$ cat src/design/flc_pkg.sv
package flc_pkg;

    localparam int DEF_MAX_TAPS    = 16;
    localparam int DEF_SAMPLE_BITS = 16;

    // Widths fixed by the port list.
    localparam int IN_W   = 16;
    localparam int IDX_W  = 4;
    localparam int CFG_W  = 5;
    localparam int ACC_W  = 40;

    localparam logic REQ_COEFF = 1'b0;

    typedef enum logic [1:0] {
        ST_IDLE,
        ST_MUL,
        ST_SUM,
        ST_EMIT
    } state_t;

    typedef struct packed {
        logic shift;
        logic tail_shift;
        logic clear;
        logic mul_en;
    } cell_ctrl_t;

endpackage

$ cat src/design/flc_cell.sv
module flc_cell #(
    parameter int SAMPLE_BITS = flc_pkg::DEF_SAMPLE_BITS,
    parameter int TAP_W       = 5,
    parameter int INDEX       = 0
) (
    input  logic                            clk,
    input  logic                            rst_n,
    input  flc_pkg::cell_ctrl_t             ctrl,
    input  logic [TAP_W-1:0]                taps,
    input  logic                            coeff_we,
    input  logic [flc_pkg::IDX_W-1:0]       coeff_index,
    input  logic signed [SAMPLE_BITS-1:0]   coeff_data,
    input  logic signed [SAMPLE_BITS-1:0]   sample_in,
    output logic signed [SAMPLE_BITS-1:0]   sample_out,
    input  logic signed [flc_pkg::ACC_W-1:0] sum_in,
    output logic signed [flc_pkg::ACC_W-1:0] sum_out
);

    localparam int PW = 2 * SAMPLE_BITS;

    logic signed [SAMPLE_BITS-1:0]    coeff_reg;
    logic signed [SAMPLE_BITS-1:0]    sample_reg;
    logic signed [flc_pkg::ACC_W-1:0] prod_reg;
    logic signed [flc_pkg::ACC_W-1:0] sum_reg;
    logic signed [PW-1:0]             mult;
    logic signed [flc_pkg::ACC_W-1:0] mult_ext;
    logic                             active;

    assign active = 32'(taps) > INDEX;
    assign mult   = coeff_reg * sample_reg;

    // The sum wraps at the output width, so wide products keep only their low bits.
    generate
        if (PW >= flc_pkg::ACC_W) begin : g_trunc
            assign mult_ext = mult[flc_pkg::ACC_W-1:0];
        end
        else begin : g_sext
            assign mult_ext = {{(flc_pkg::ACC_W-PW){mult[PW-1]}}, mult};
        end
    endgenerate

    always_ff @(posedge clk or negedge rst_n) begin
        if (!rst_n) begin
            coeff_reg  <= '0;
            sample_reg <= '0;
        end
        else begin
            if (coeff_we && (32'(coeff_index) == INDEX)) begin
                coeff_reg <= coeff_data;
            end
            if (ctrl.clear) begin
                sample_reg <= '0;
            end
            else if (ctrl.shift) begin
                sample_reg <= sample_in;
            end
        end
    end

    // The partial sum moves one cell per cycle; after a full pass the last
    // cell holds the dot product of the frozen products.
    always_ff @(posedge clk) begin
        if (ctrl.mul_en) begin
            prod_reg <= active ? mult_ext : '0;
        end
        sum_reg <= sum_in + prod_reg;
    end

    assign sample_out = sample_reg;
    assign sum_out    = sum_reg;

endmodule

$ cat config.mk
export PLATFORM = sky130hd
export DESIGN_NAME = flc_cell
export DESIGN_NICKNAME = d
export VERILOG_FILES = /design/src/design/flc_pkg.sv /design/src/design/flc_cell.sv
export SDC_FILE = /design/constraint.sdc
export NUM_CORES = 1
export LEC_CHECK = 0
export BUFFER_PORTS_ARGS = -buffer_cell sky130_fd_sc_hd__buf_2
export CORE_MARGIN = 2
export CORE_UTILIZATION = 50
export CTS_BUF_LIST = sky130_fd_sc_hd__clkbuf_8 sky130_fd_sc_hd__clkbuf_16
export DETAILED_ROUTE_END_ITERATION = 10
export PLACE_DENSITY = 0.69
export SLEW_MARGIN = 20
export SYNTH_ARGS = -nofsm -noshare
export SYNTH_HDL_FRONTEND = slang
export SYNTH_SLANG_ARGS = --single-unit
$ cat constraint.sdc
create_clock -name clk -period 6.81 [get_ports clk]
set_input_delay 1.7025 -clock clk [delete_from_list [all_inputs] [get_ports clk]]
set_output_delay 1.7025 -clock clk [all_outputs]
set_load 0.05 [all_outputs]
==> flow_metrics.tcl, run 1 <==
set metrics [dict create \
    status "finished, final reports clean" \
    synth_cell_types 59 \
    worstSetupPathType "reg2reg" \
    max-slew-margin-rel_pct 52.30 \
    cp-end-kind "register" \
    async_reset_ff_share_pct 30.77 \
    drtIter0Drc 600 \
    synthMostInstantiatedCell "inv_1" \
    power.density_nw_per_um2 385.2 \
    fin_crit_sh_pct 96.06 \
    cts_tree "done" \
    reg2reg_from "sample_out[5]" \
    area_delta_synth_final_pct 10.11 \
    grt_first_pass_wirelength_mm 55.43 \
    path_cells "and2_1 -> fa_1 -> inv_1 -> fa_1 -> fa_1 -> fa_1 -> inv_1 -> fa_1 -> fa_1 -> ha_1 -> a21o_1 -> a21o_1 -> a21oi_1 -> o31ai_2 -> o211ai_1 -> a31oi_1 -> o311a_1 -> o21a_1 -> nor3_1" \
    ys_top_cells_by_area "fa_1, ha_1, inv_1, edfxtp_1, and2_1" \
    drive_gt1_share_pct 12.68 \
    htree_num_levels 3 \
    fin_skew_ps 10.95 \
    ant_nets 0 \
    rsz0062_at_grt "no" \
    seq_area_um2 2569 \
    via_per_inst 5.168 \
    finalSetupViolCount 0 \
    finalCriticalPeriod_ps 6541 \
    synth_seq_cells 104 \
    drc 0 \
    startpoint "sample_out[5]" \
    cts_buffer_depth 2 \
    worst_pin_slew_ps 715.6 \
    cts_sinks 104 \
    hp-class "reg2reg" \
    grt_max_degree 33 \
    final_max_slew_viol_count 0 \
    numCtsBuffers 9 \
    synth_top_cell_area_share_pct 35.47 \
    ir_drop_mv 0.1841 \
    synth_ff_type "dfxtp_1" \
    slowest_delay_ps 790 \
    reg2regPathDepth 19 \
    setup_tns_ps 0 \
    netlist_instances 1546 \
    row_count 63 \
    cellLeakagePower_nw 8.484 \
    syn_avg_cell_area_um2 9.602 \
    die-area_um2 31080 \
    cp.depth 19 \
    start_util_pct 50.49 \
    first_pass_iters 7 \
    final_area_um2 16350 \
    cap_violations 0 \
    critPathLaunchType "register" \
    largest_reg_flops 40 \
    multiInputGateArea_um2 10950 \
    track_usage_pct 22.55 \
    yosysSeqAreaShare_pct 17.26 \
    core-area_um2 29400 \
    cpMostUsedCell "fa_1" \
    cts-root-buf "clkbuf_16" \
    path_clk_slew_ps 80 \
    syn_area_um2 14840 \
    path_buf_inv 2 \
    synth-edff-count 32 \
    final.fill_count 2596 \
    timing.fmax_mhz 152.9 \
    worst_ep_arrival_time_ps 6730 \
    hold_viol 0 \
    crit_required_ps 7000 \
    chipWidth_um 176.3 \
    synth_common_cells "inv_1, fa_1, nand2_1" \
    placed_area_um2 16040 \
    min_path_cells 1 \
    antenna_found_initial 0 \
    cpMaxStageDelayCell "dfrtp_1" \
    overflow 0 \
    nets 2147 \
    ios 144 \
    hpwlAfterDp_mm 26.95 \
    yosysWarnings 0 \
    diodes 0 \
    dr_total_vias 10697 \
    grt_pass1_vias 11363 \
    wl_per_cell_um 15.73 \
    place.gp.congestion 0.8956 \
    die_y_um 176.3 \
    io_buffers 142 \
    drt-total-wl_mm 32.56 \
    yosysTopAreaCell "fa_1" \
    insertion_delay_ps 360 \
    cp_top_family "adder cells" \
    syn_nets 2018 \
    cp_max_fo 18 \
    min_from "prod_reg[0]" \
    cts_setup_buffers 0 \
]
-- layout make-up --
cell class / count / share of cell area (%)
timing repair buffer: 166 / 5.450
tap: 390 / 2.985
clock buffer: 9 / 1.378
clock inverter: 7 / 0.4057
multi-input combinational: 1087 / 67.02
inverter: 307 / 7.050
sequential: 104 / 15.71
-- cell usage in the layout, fill, tap and decap left out, types with 36 or more instances in the layout --
cell type | Yosys | layout
a21o_1 | 36 | 36
and2_1 | 129 | 129
buf_2 | 2 | 142
xnor2_1 | 39 | 39
inv_1 | 307 | 308
dfxtp_1 | 40 | 40
fa_1 | 263 | 263
nor2_1 | 76 | 75
ha_1 | 121 | 121
a21oi_1 | 55 | 55
nand2_1 | 144 | 144
-- where the power goes --
group | switching [mW] | internal [mW] | total (mW) | leakage (nW)
logic | 2.78 | 1.83 | 4.61 | 7.28
clock network | 0.255 | 0.257 | 0.511 | 0.146
registers | 0.177 | 0.997 | 1.17 | 1.06
-- metal layers --
metal,vias to the layer above,track usage [%],wire length [um]
li1,5079,-,-
met3,48,3.273,1882
met1,5252,30.30,14510
met2,318,38.02,15470
met4,0,6.921,697
met5,-,0,0
-- path summary, 6_finish.rpt --
path                                 end  slack [ps]
min in group asynchronous  sample_out[4]        1370
setup reg to reg            prod_reg[30]         270
max in group asynchronous   coeff_reg[5]        4960
setup / recovery            prod_reg[30]         270
hold / removal                sum_out[0]         470
hold reg to reg               sum_out[0]         470
-- repair_timing --
| item | 4_1_cts | 5_1_grt |
|---|---|---|
| hold buffers | 0 | 0 |
| gates resized for setup | 0 | 6 |
| setup endpoints to repair | 0 | 4 |
-- kinds of logic (layout without fill, tap and decap cells) --
| family | Yosys count | count (layout) | share of synthesized area (%) |
|---|---|---|---|
| DFF | 104 | 104 | 17.26 |
| buffers and inverters | 355 | 489 | 8.994 |
| and+or+nand+nor | 418 | 418 | 13.71 |
| adders and majority gates | 384 | 384 | 45.67 |
| AOI/OAI and AO/OA | 190 | 190 | 8.353 |
| muxes | 32 | 32 | 2.293 |
| xor gates and xnor gates | 63 | 63 | 3.717 |
-- through the flow --
step           setup slack, ps  cells  power [mW]  hold slack (ps)  util, %
2_1_floorplan            467.9   1546       4.692            436.9        -
3_3_place_gp             313.2   2054       5.659            447.0    54.56
3_5_place_dp             175.2   2054       5.772            453.1    54.56
4_1_cts                  166.6   2070       6.318            470.9    55.56
5_1_grt                  37.36   2070       6.996            485.1    55.59
6_report                 268.5   2070       6.297            466.0    55.59
(Power assumes the default switching activity.)
==> run 2, diff against run 1 <==
--- a/config.mk
+++ b/config.mk
@@ -6,11 +6,12 @@
 export NUM_CORES = 1
 export LEC_CHECK = 0
 export BUFFER_PORTS_ARGS = -buffer_cell sky130_fd_sc_hd__buf_2
+export CORE_ASPECT_RATIO = 1.4
 export CORE_MARGIN = 2
 export CORE_UTILIZATION = 50
 export CTS_BUF_LIST = sky130_fd_sc_hd__clkbuf_8 sky130_fd_sc_hd__clkbuf_16
 export DETAILED_ROUTE_END_ITERATION = 10
-export PLACE_DENSITY = 0.69
+export PLACE_DENSITY = 0.79
 export SLEW_MARGIN = 20
 export SYNTH_ARGS = -nofsm -noshare
 export SYNTH_HDL_FRONTEND = slang
==> run 2 against run 1 <==
  * Register-to-register slack better by 40 ps
  * Largest cell class unchanged
  * Final area up 0.16%
  * Sequential cell count unchanged
  * Via count up 2.9%
  * Maximum frequency up 0.69%
  * Clock skew up 3.9 ps
  * Total power up 0.33%
==> flow_metrics.tcl, run 2 (synthesis results as in run 1) <==
set metrics [dict create \
    status "finished, final reports clean" \
    final.fill_count 2529 \
    insertion_delay_ps 370 \
    worst_ep_arrival_time_ps 6700 \
    max-slew-margin-rel_pct 45.53 \
    chipWidth_um 149.6 \
    area_delta_synth_final_pct 10.29 \
    final_common_cell "inv_1" \
    crit_required_ps 7010 \
    first_pass_iters 5 \
    worstSetupPathType "reg2reg" \
    antenna_found_initial 4 \
    placed_area_um2 16070 \
    cap_violations 0 \
    cp-end-kind "register" \
    htree_num_levels 3 \
    fin_skew_ps 14.82 \
    path_clk_slew_ps 80 \
    cp_max_fo 11 \
    track_usage_pct 23.20 \
    cp_top_family "adder cells" \
    overflow 0 \
    hold_viol 0 \
    ant_nets 0 \
    fin_crit_sh_pct 95.40 \
    rsz0062_at_grt "no" \
    cts-root-buf "clkbuf_16" \
    worst_pin_slew_ps 817.0 \
    finalCriticalPeriod_ps 6497 \
    final_max_slew_viol_count 0 \
    critPathLaunchType "register" \
    grt_pass1_vias 12191 \
    cellLeakagePower_nw 8.505 \
    min_path_cells 1 \
    reg2regPathDepth 20 \
    drtIter0Drc 539 \
    ir_drop_mv 0.2239 \
    drt-total-wl_mm 33.97 \
    hp-class "reg2reg" \
    power.density_nw_per_um2 385.9 \
    setup_tns_ps 0 \
    grt_max_degree 33 \
    start_util_pct 50.90 \
    postLayoutCoreUtil_pct 56.13 \
    timing.fmax_mhz 153.9 \
    io_buffers 142 \
    final_area_um2 16370 \
    dr_total_vias 11009 \
    path_buf_inv 3 \
    hpwlAfterDp_mm 28.38 \
    ios 144 \
    cts_hold_buffers 0 \
    place.gp.congestion 0.9170 \
    numCtsBuffers 9 \
    path_cells "and2_1 -> fa_1 -> inv_1 -> fa_1 -> fa_1 -> fa_1 -> inv_1 -> fa_1 -> fa_1 -> ha_1 -> a21o_1 -> a21o_1 -> a21oi_1 -> o31ai_1 -> buf_4 -> o211ai_1 -> a31oi_1 -> o311a_1 -> o21a_1 -> nor3_1" \
    cpMaxStageDelayCell "dfrtp_1" \
    drive_gt1_share_pct 13.06 \
    grt_first_pass_wirelength_mm 57.23 \
    final_cell_mix "inv_1, fa_1, nand2_1" \
    cts_tree "done" \
    wl_per_cell_um 16.42 \
    cpMostUsedCell "fa_1" \
    largest_reg_flops 40 \
    nets 2152 \
    die_y_um 207.9 \
    cp.depth 20 \
    slowest_delay_ps 560 \
    drc 0 \
    core-area_um2 29170 \
    die-area_um2 31100 \
    row_count 74 \
    cts_sinks 104 \
    via_per_inst 5.321 \
    cts_buffer_depth 2 \
    finalSetupViolCount 0 \
]
==> run 2: changes by cell type in the layout (fill, tap and decap cells not counted), moves of 3 or more <==
cell | previous run | this run
dfrtp_1 | 27 | 24
diode_2 | 0 | 4
buf_4 | 24 | 29
dfrtp_2 | 5 | 8
==> run 2: worst paths after layout <==
path	start	to	slack, ps
min in group asynchronous	rst_n	coeff_reg[6]	1370
worst max-delay path	coeff_reg[6]	prod_reg[30]	310
max in group asynchronous	rst_n	coeff_reg[11]	4940
worst min register to register	prod_reg[0]	sum_out[0]	470
worst max register to register	coeff_reg[6]	prod_reg[30]	310
worst min-delay path	prod_reg[0]	sum_out[0]	470
==> run 2: power by group <==
part	total, mW	switching [mW]	internal [mW]	leakage, nW
logic	4.64	2.81	1.83	7.30
registers	1.18	0.178	0.998	1.05
clock network	0.503	0.243	0.260	0.148
total	6.32	3.23	3.09	8.51
==> run 2: per-stage QoR <==
| step | power [mW] | std cells | hold WS [ps] | setup slack, ps |
|---|---|---|---|---|
| final | 6.318 | 2069 | 470.2 | 313.4 |
| after global routing | 6.969 | 2068 | 489.5 | 35.46 |
| after CTS | 6.334 | 2065 | 474.9 | 234.2 |
| after detailed placement | 5.802 | 2049 | 457.5 | 263.8 |
| after global placement | 5.612 | 2049 | 444.0 | 405.4 |
| after floorplan | 4.692 | 1546 | 436.9 | 467.9 |
==> run 2: metal layers <==
| metal | vias up | wire, um | GRT usage [%] |
|---|---|---|---|
| met5 | - | 0 | 0 |
| met1 | 5458 | 12890 | 26.68 |
| met3 | 82 | 1769 | 3.121 |
| met4 | 0 | 1247 | 9.360 |
| met2 | 377 | 18060 | 42.80 |
| li1 | 5092 | - | - |
==> run 2: what timing repair did <==
item                                    in CTS  in global routing
gates resized for setup                      0                  9
buffers inserted                             0                  0
endpoints found under the setup margin       0                  3
==> run 2: final cells by class <==
type	count	area (um^2)	share of cell area (%)
diodes	4	10.01	0.06114
repair buffers	171	928.4	5.671
inverters	307	1152	7.039
clock inverters	6	42.54	0.2598
clock buffers	10	239.0	1.460
flip-flops and latches	104	2572	15.71
well taps	380	475.5	2.904
multi-input cells	1087	10950	66.89
