File: src/design/flc_pkg.sv
package flc_pkg;

    localparam int DEF_MAX_TAPS    = 16;
    localparam int DEF_SAMPLE_BITS = 16;

    // Widths fixed by the port list.
    localparam int IN_W   = 16;
    localparam int IDX_W  = 4;
    localparam int CFG_W  = 5;
    localparam int ACC_W  = 40;

    localparam logic REQ_COEFF = 1'b0;

    typedef enum logic [1:0] {
        ST_IDLE,
        ST_MUL,
        ST_SUM,
        ST_EMIT
    } state_t;

    typedef struct packed {
        logic shift;
        logic tail_shift;
        logic clear;
        logic mul_en;
    } cell_ctrl_t;

endpackage

File: src/design/flc_ctrl.sv
module flc_ctrl #(
    parameter int MAX_TAPS = flc_pkg::DEF_MAX_TAPS,
    parameter int TAP_W    = 5
) (
    input  logic                             clk,
    input  logic                             rst_n,
    input  logic                             cfg_wr_en,
    input  logic [flc_pkg::CFG_W-1:0]        cfg_wr_data,
    input  logic                             in_valid,
    output logic                             in_ready,
    input  logic                             req_type,
    input  logic                             last_sample,
    input  logic signed [flc_pkg::ACC_W-1:0] sum,
    output logic                             out_valid,
    input  logic                             out_ready,
    output logic signed [flc_pkg::ACC_W-1:0] filtered_value,
    output logic                             last_result,
    output flc_pkg::cell_ctrl_t              cell_ctrl,
    output logic [TAP_W-1:0]                 taps,
    output logic                             coeff_we
);

    flc_pkg::state_t              state_reg, state_next;
    logic [flc_pkg::CFG_W-1:0]    tap_count_reg;
    logic [TAP_W-1:0]             remain_reg, remain_next;
    logic [TAP_W-1:0]             cnt_reg, cnt_next;
    logic                         last_reg, last_next;
    logic                         out_valid_reg, out_valid_next;
    logic signed [flc_pkg::ACC_W-1:0] filtered_value_reg;
    logic                         last_result_reg;
    logic                         out_load;

    always_comb begin
        if (32'(tap_count_reg) > MAX_TAPS) begin
            taps = TAP_W'(MAX_TAPS);
        end
        else begin
            taps = TAP_W'(tap_count_reg);
        end
    end

    always_ff @(posedge clk or negedge rst_n) begin
        if (!rst_n) begin
            state_reg     <= flc_pkg::ST_IDLE;
            tap_count_reg <= flc_pkg::CFG_W'(1);
            remain_reg    <= '0;
            cnt_reg       <= '0;
            last_reg      <= 1'b0;
            out_valid_reg <= 1'b0;
        end
        else begin
            state_reg     <= state_next;
            remain_reg    <= remain_next;
            cnt_reg       <= cnt_next;
            last_reg      <= last_next;
            out_valid_reg <= out_valid_next;
            if (cfg_wr_en) begin
                tap_count_reg <= cfg_wr_data;
            end
        end
    end

    always_ff @(posedge clk) begin
        if (out_load) begin
            filtered_value_reg <= sum;
            last_result_reg    <= last_reg && (remain_reg == '0);
        end
    end

    always_comb begin
        state_next  = state_reg;
        remain_next = remain_reg;
        cnt_next    = cnt_reg;
        last_next   = last_reg;
        in_ready    = 1'b0;
        coeff_we    = 1'b0;
        out_load    = 1'b0;
        cell_ctrl   = '0;

        unique case (state_reg)
            flc_pkg::ST_IDLE: begin
                in_ready = 1'b1;
                if (in_valid) begin
                    if (req_type == flc_pkg::REQ_COEFF) begin
                        coeff_we = 1'b1;
                    end
                    else begin
                        cell_ctrl.shift = 1'b1;
                        if (taps == '0) begin
                            // No output at all, but the last word still ends the sequence.
                            cell_ctrl.clear = last_sample;
                        end
                        else begin
                            state_next  = flc_pkg::ST_MUL;
                            last_next   = last_sample;
                            remain_next = last_sample ? (taps - TAP_W'(1)) : '0;
                        end
                    end
                end
            end
            flc_pkg::ST_MUL: begin
                cell_ctrl.mul_en = 1'b1;
                cnt_next         = '0;
                state_next       = flc_pkg::ST_SUM;
            end
            flc_pkg::ST_SUM: begin
                cnt_next = cnt_reg + TAP_W'(1);
                if (cnt_reg == TAP_W'(MAX_TAPS - 1)) begin
                    state_next = flc_pkg::ST_EMIT;
                end
            end
            flc_pkg::ST_EMIT: begin
                if (!out_valid_reg || out_ready) begin
                    out_load = 1'b1;
                    if (remain_reg != '0) begin
                        // Tail of the sequence: feed zeros past the last sample.
                        remain_next          = remain_reg - TAP_W'(1);
                        cell_ctrl.shift      = 1'b1;
                        cell_ctrl.tail_shift = 1'b1;
                        state_next           = flc_pkg::ST_MUL;
                    end
                    else begin
                        cell_ctrl.clear = last_reg;
                        state_next      = flc_pkg::ST_IDLE;
                    end
                end
            end
            default: begin
                state_next = flc_pkg::ST_IDLE;
            end
        endcase
    end

    always_comb begin
        if (out_load) begin
            out_valid_next = 1'b1;
        end
        else if (out_ready) begin
            out_valid_next = 1'b0;
        end
        else begin
            out_valid_next = out_valid_reg;
        end
    end

    assign out_valid      = out_valid_reg;
    assign filtered_value = filtered_value_reg;
    assign last_result    = last_result_reg;

endmodule

File: config.mk
export PLATFORM = sky130hd
export DESIGN_NAME = flc_ctrl
export DESIGN_NICKNAME = d
export VERILOG_FILES = /design/src/design/flc_pkg.sv /design/src/design/flc_ctrl.sv
export SDC_FILE = /design/constraint.sdc
export NUM_CORES = 1
export LEC_CHECK = 0
export BUFFER_PORTS_ARGS = -buffer_cell sky130_fd_sc_hd__buf_2
export CORE_MARGIN = 1.5
export CORE_UTILIZATION = 50
export CTS_CLUSTER_DIAMETER = 200
export DETAILED_ROUTE_END_ITERATION = 10
export PLACE_DENSITY = 0.92
export SETUP_SLACK_MARGIN = 0.3
export SYNTH_ARGS = -nofsm -noshare
export SYNTH_HDL_FRONTEND = slang
export SYNTH_SLANG_ARGS = --single-unit
File: constraint.sdc
create_clock -name clk -period 7.9 [get_ports clk]
set_input_delay 1.185 -clock clk [delete_from_list [all_inputs] [get_ports clk]]
set_output_delay 1.185 -clock clk [all_outputs]
set_load 0.02 [all_outputs]
==> key figures, run 1 <==
Synthesis
  – Synth area leaders: edfxtp_1, dfrtp_1, ha_1
  – EDFF count, synth: 41
  – Yosys top cell area share: 50.83%
  – Post-Syn Area: 2422 sq um
  – Syn Area/Cell: 14.50 sq um
  – Syn Inst Count: 167
  – Async S/R FF share, synth: 31.67%
  – Netlist cell types: 39
  – Ys flop type: edfxtp_1
  – Synth area leader: edfxtp_1
  – Register bit total from synthesis: 60
  – Syn_nets: 227
  – Yosys warns: 0
  – Sequential area share after synthesis: 70.51%

Floorplanning
  – Cell Rows: 25
  – Die width: 72.61 um
  – Core region area: 4692 sq um
  – I/O pin count: 105
  – Initial Utilization: 51.63%
  – Die height: 72.61 um
  – DIE AREA: 5271 sq um

STA
  – Fin crit share: 49.16%
  – Max Slew Vio Count: 0
  – Period minus WS final: 3.884 ns
  – Final hold slack: 0.5103 ns
  – Slew at the pin with the worst max-slew slack: 1.109 ns
  – Max Clock Skew: 0.01007 ns
  – Final setup viols: 0
  – Unrepaired setup endpoints after global routing: false
  – Max Clock Freq: 0.2575 GHz
  – Slew Limit Headroom: 25.92%
  – Final Hold Vio Count: 0
  – Sum of negative setup slack: 0 ns

Job
  – Max_cap viols: 0

Worst setup path
  – Top cell by count, worst path: buf_2
  – Worst path slowest cell: nor2_4
  – Crit path max fanout: 43
  – Setup crit end kind: primary output
  – Startpoint Class: input port
  – CP bufs+invs: 2
  – CP Class: input port to primary output
  – Req. time, crit path: 6.71 ns
  – Crit-path leading delay family: simple AND/OR/NAND/NOR gates
  – CP max stage delay: 0.84 ns
  – Worst path cell trace: buf_2 > nor2b_1 > nor2_4 > a22oi_1 > nor2_1 > buf_2
  – Worst EP arrival: 2.70 ns

Status
  – Run status: finished, final reports clean

Cells and area
  – Filler instances: 336
  – Max FFs per register: 40
  – Diode count: 0
  – Sequential cell area: 1708 sq um
  – Final Cell Area: 3213 sq um
  – Final #Nets: 339
  – Final Non-Filler Cells: 338
  – P&R area growth vs syn: 32.64%
  – Fraction of layout cells with a size suffix above 1: 45.07%
  – Fin util: 68.48%
  – Area of the multi-input gates: 653.1 sq um

Placed design
  – GPL Wtd Cong: 0.8194
  – I/O Buffers: 104
  – DP Area: 3005 sq um
  – DP Wirelength: 3719 um
  – Placed Cells: 322

CTS
  – Post-cts sizing count: 0
  – Root buffer cell: clkbuf_8
  – Num Clock Sinks: 60
  – Reg clk slew, reported paths: 0.07 ns
  – # Post-CTS Setup Buffers: 0
  – TritonCTS clock tree: done
  – Num CTS Buffers: 9
  – Htree depth: 3
  – Bufs on Longest Clock Path: 2
  – Post-CTS Hold Fix Bufs: 0
  – Clk_lat worst skew: 0.33 ns

Drt
  – Vias per cell: 5.107
  – Initial DRC Count: 84
  – Router iterations before antenna repair: 4
  – Final WL: 4867 um
  – Via count: 1726
  – DR WL/cell: 14.40 um
  – DRC viols: 0
  – Final ANT Viol Nets: 0

GRT
  – Pin count of the biggest net entering global routing: 44
  – Initial antenna violation count: 0
  – GR Util All Layers: 19.45%
  – First-pass GRT wire length: 7596 um
  – Vias in the first global route: 1653
  – Grt ovf: 0

Pwr
  – Leakage: 1.447 nW
  – PD cells: 376.7 nW/um^2
  – Worst VDD drop: 0.2600 mV

Min path
  – Hold Crit Class: flop to flop
[path summary, 6_finish.rpt]
check                                         start                      endpoint  slack, ns  cells past startpoint
max in group asynchronous                     rst_n  tap_count_reg[0]$_DFFE_PN1P_       6.77                      1
setup reg to reg           state_reg[1]$_DFFE_PN0P_     remain_reg[3]$_DFFE_PN0P_       5.63                      5
hold reg to reg                last_reg$_DFFE_PN0P_          last_reg$_DFFE_PN0P_       0.51                      2
setup / recovery                          out_ready                  cell_ctrl[1]       4.02                      6
hold / removal                 last_reg$_DFFE_PN0P_          last_reg$_DFFE_PN0P_       0.51                      2
min in group asynchronous                     rst_n          last_reg$_DFFE_PN0P_       0.79                      1
[stage by stage]
stage | setup WS, ns | total power [mW]
after floorplan | 3.114 | 0.8015
after global placement | 4.024 | 0.9169
after detailed placement | 3.994 | 0.9312
after CTS | 3.986 | 1.218
after global routing | 3.803 | 1.277
final | 4.016 | 1.210
[tightest hold or removal path: stages, from the launching register on]
cell and delay (ns):
dfrtp_1 0.33, o21ai_0 0.07, o21ai_0 0.07
[where the power goes]
part | internal [mW] | switching, mW | leakage, nW
clock | 0.176 | 0.110 | 0.101
sequential | 0.448 | 0.0416 | 0.622
combinational | 0.153 | 0.281 | 0.724
[layer usage]
layer | share of wire [%] | vias up | GRT usage [%]
li1 | - | 835 | -
met1 | 40 | 797 | 22.05
met2 | 51 | 87 | 34.35
met3 | 7.8 | 7 | 5.110
met4 | 1.5 | 0 | 8.805
met5 | 0 | - | 0
[Yosys cell counts (all sizes together), types with 2 or more instances]
library cell	n
a21oi	5
a22oi	3
a31oi	2
clkbuf	2
dfrtp	18
edfxtp	41
ha	8
inv	14
mux2	7
nand2	11
nand2b	3
nand3	5
nor2	6
nor2b	4
nor3	4
nor4b	3
o21ai	11
o22ai	4
xor2	2
[logic make-up (layout without fill, tap and decap cells)]
family                   count (synthesis)  in the layout  synth area share [%]
multiplexers                             8              8                 3.668
AND/OR/NAND/NOR                         40             40                 9.659
flip-flops                              60             60                 70.51
adder cells (fa/ha/maj)                  8              8                 4.132
XOR/XNOR                                 2              2                0.7233
buffers and inverters                   18            135                 2.841
AO/OA/AOI/OAI                           31             31                 8.471
[cell usage in the layout (no fill, tap or decap), types with 2 or more instances in the layout]
cell       synthesis  final
buf_2              1    104
edfxtp_1          41     41
dfrtp_1           18     18
nand2_1           11     11
inv_1             10     10
clkbuf_8           0      9
ha_1               8      8
mux2_1             7      7
o21ai_1            7      7
nor2_1             6      5
nand3_1            5      5
a21oi_1            5      5
inv_2              4      4
nor2b_1            4      4
o22ai_1            4      4
nor3_1             4      4
a22oi_1            3      3
o21ai_0            3      3
nand2b_1           2      2
a31oi_1            2      2
clkinv_1           1      2
xor2_1             2      2
clkbuf_1           2      2
bufinv_16          0      2
[area by class of cell]
class	count	area share, %
repair buffers	104	16.20
inverters	15	1.752
multi-input cells	89	20.33
well taps	54	2.103
clock buffers	11	4.089
flip-flops and latches	60	53.15
clock inverters	5	2.375
Power figures use the tool's default switching activity.
==> run 2, diff against run 1 <==
- CORE_UTILIZATION: 50 -> 42
- PLACE_DENSITY: 0.92 -> 0.83
- clock period: 7.9 -> 3.3 ns (I/O delays scaled with it)
==> run 2 against run 1 <==
Net effect:
- sequential power increased by 140%
- final area grew 1.2%
- non-clock buffer count grew 1
- worst hold slack worse by 0.40 ns
- power up 140%
- critical path type is now flop to primary output
- critical endpoint unchanged
==> key figures, run 2 (synthesis results as in run 1) <==
STA
  – Final Hold Vio Count: 0 (unchanged)
  – Final setup viols: 0 (unchanged)
  – Max Slew Vio Count: 0 (unchanged)
  – Unrepaired setup endpoints after global routing: false (unchanged)
  – Fin crit share: 76.91%
  – Sum of negative setup slack: 0 ns (unchanged)
  – Max Clock Freq: 0.3940 GHz
  – Final hold slack: 0.1079 ns (was 0.5103 ns)
  – Slew at the pin with the worst max-slew slack: 0.5078 ns (was 1.109 ns)
  – Period minus WS final: 2.538 ns
  – Max Clock Skew: 0.008883 ns (was 0.01007 ns)
  – Slew Limit Headroom: 66.15% (was 25.92%)

Floorplanning
  – DIE AREA: 6232 sq um (was 5271 sq um)
  – Die height: 78.95 um (was 72.61 um)
  – Core region area: 5540 sq um (was 4692 sq um)
  – I/O pin count: 105 (unchanged)
  – Cell Rows: 27 (was 25)
  – Initial Utilization: 43.72% (was 51.63%)
  – Die width: 78.95 um (was 72.61 um)

CTS
  – Bufs on Longest Clock Path: 2 (unchanged)
  – Num Clock Sinks: 60 (unchanged)
  – Post-cts sizing count: 0 (unchanged)
  – # Post-CTS Setup Buffers: 0 (unchanged)
  – Post-CTS Hold Fix Bufs: 0 (unchanged)
  – TritonCTS clock tree: done (unchanged)
  – Root buffer cell: clkbuf_8 (unchanged)
  – Clk_lat worst skew: 0.33 ns (about the same)
  – Reg clk slew, reported paths: 0.07 ns (about the same)
  – Num CTS Buffers: 9 (unchanged)
  – Htree depth: 3 (unchanged)

Placed design
  – Placed Cells: 341 (was 322)
  – I/O Buffers: 104 (unchanged)
  – DP Wirelength: 3888 um (was 3719 um)
  – GPL Wtd Cong: 0.8413 (was 0.8194)

Cells and area
  – Most common cell after layout, fill and taps aside: buf_2 (unchanged)
  – Sequential cell area: 1708 sq um (unchanged)
  – Final #Nets: 340 (was 339)
  – Diode count: 0 (unchanged)
  – Fraction of layout cells with a size suffix above 1: 46.32% (was 45.07%)
  – Commonest non-fill, non-tap cells in the layout: buf_2, edfxtp_1, dfrtp_1 (unchanged)
  – Fin util: 58.67% (was 68.48%)
  – Final Non-Filler Cells: 357 (was 338)
  – P&R area growth vs syn: 34.19% (was 32.64%)
  – Filler instances: 460 (was 336)
  – Area of the multi-input gates: 653.1 sq um (unchanged)
  – Max FFs per register: 40 (unchanged)

Drt
  – DR WL/cell: 14.52 um (was 14.40 um)
  – Final ANT Viol Nets: 0 (unchanged)
  – DRC viols: 0 (unchanged)
  – Final WL: 5184 um (was 4867 um)
  – Router iterations before antenna repair: 4 (unchanged)
  – Via count: 1741 (was 1726)
  – Initial DRC Count: 74 (was 84)
  – Vias per cell: 4.877 (was 5.107)

Worst setup path
  – Crit path max fanout: 7 (was 43)
  – Req. time, crit path: 2.80 ns (was 6.71 ns)
  – Worst EP arrival: 2.04 ns (was 2.70 ns)
  – Reg-to-reg slack, setup: 1.25 ns (was 5.63 ns)
  – Setup crit end kind: primary output (unchanged)
  – CP Class: flop to primary output (was input port to primary output)
  – Startpoint Class: flop (was input port)
  – Worst Reg2Reg Path Length in Cells: 7 (was 5)

GRT
  – GR Util All Layers: 17.58% (was 19.45%)
  – Pin count of the biggest net entering global routing: 43 (was 44)
  – Initial antenna violation count: 0 (unchanged)
  – Grt ovf: 0 (unchanged)
  – First-pass GRT wire length: 7997 um (was 7596 um)
  – Vias in the first global route: 1605 (was 1653)

Pwr
  – PD cells: 898.9 nW/um^2 (was 376.7 nW/um^2)
  – Tot Pwr: 2.922 mW (was 1.210 mW)
  – Worst VDD drop: 0.4132 mV (was 0.2600 mV)
  – Leakage: 1.460 nW (was 1.447 nW)

Job
  – Max_cap viols: 0 (unchanged)

Min path
  – Hold Crit Class: input port to async pin (was flop to flop)

Status
  – Run status: finished, final reports clean (unchanged)
## run 2: cell types whose count changed in the layout (fill, tap and decap cells not counted)
cell	previous run	this run
clkinv_2	1	3
clkinv_1	2	1
clkinv_4	0	1
buf_4	0	1
clkbuf_1	2	0
## run 2: power breakdown
part	internal [mW]	leakage, nW	switching [mW]	total (mW)
registers	1.07	0.622	0.0955	1.17
clock network	0.422	0.109	0.283	0.704
logic	0.373	0.729	0.680	1.05
## run 2: area by class of cell
cell class | count | area share [%]
Multi-Input combinational cell | 89 | 20.09
Tap cell | 72 | 2.771
Timing Repair Buffer | 105 | 16.24
Clock inverter | 7 | 2.810
Inverter | 15 | 1.732
Sequential cell | 60 | 52.54
Clock buffer | 9 | 3.811
## run 2: layer usage
metal / track usage (%) / routed length, um
met1: 21.09 / 2157
met2: 28.02 / 2555
met3: 8.621 / 452
met4: 5.263 / 18
met5: 0 / 0
## run 2: metrics by stage
step / area, sq um / worst slack, ns
5_1_grt: 3251 / 0.5530
3_5_place_dp: 3035 / 1.104
6_report: 3251 / 0.7618
4_1_cts: 3251 / 0.7243
3_3_place_gp: 3035 / 1.186
2_1_floorplan: 2425 / 0.3798
## run 2: final timing paths
| check | startpoint | endpoint |
|---|---|---|
| worst max-delay path | tap_count_reg[4]$_DFFE_PN0P_ | cell_ctrl[1] |
| worst min-delay path | rst_n | cnt_reg[1]$_DFFE_PN0P_ |
| worst max register to register | tap_count_reg[4]$_DFFE_PN0P_ | state_reg[1]$_DFFE_PN0P_ |
| worst min register to register | cnt_reg[2]$_DFFE_PN0P_ | cnt_reg[2]$_DFFE_PN0P_ |
| max in group asynchronous | rst_n | tap_count_reg[0]$_DFFE_PN1P_ |
| min in group clk | sum[29] | filtered_value[29]$_DFFE_PP_ |
## run 2: worst max-delay path: stages (launching register included)
cell	delay (ns)
dfrtp_1	0.47
inv_2	0.09
nand2_1	0.11
ha_1	0.22
nor4b_4	0.37
a22oi_1	0.18
nor2_1	0.11
buf_2	0.17
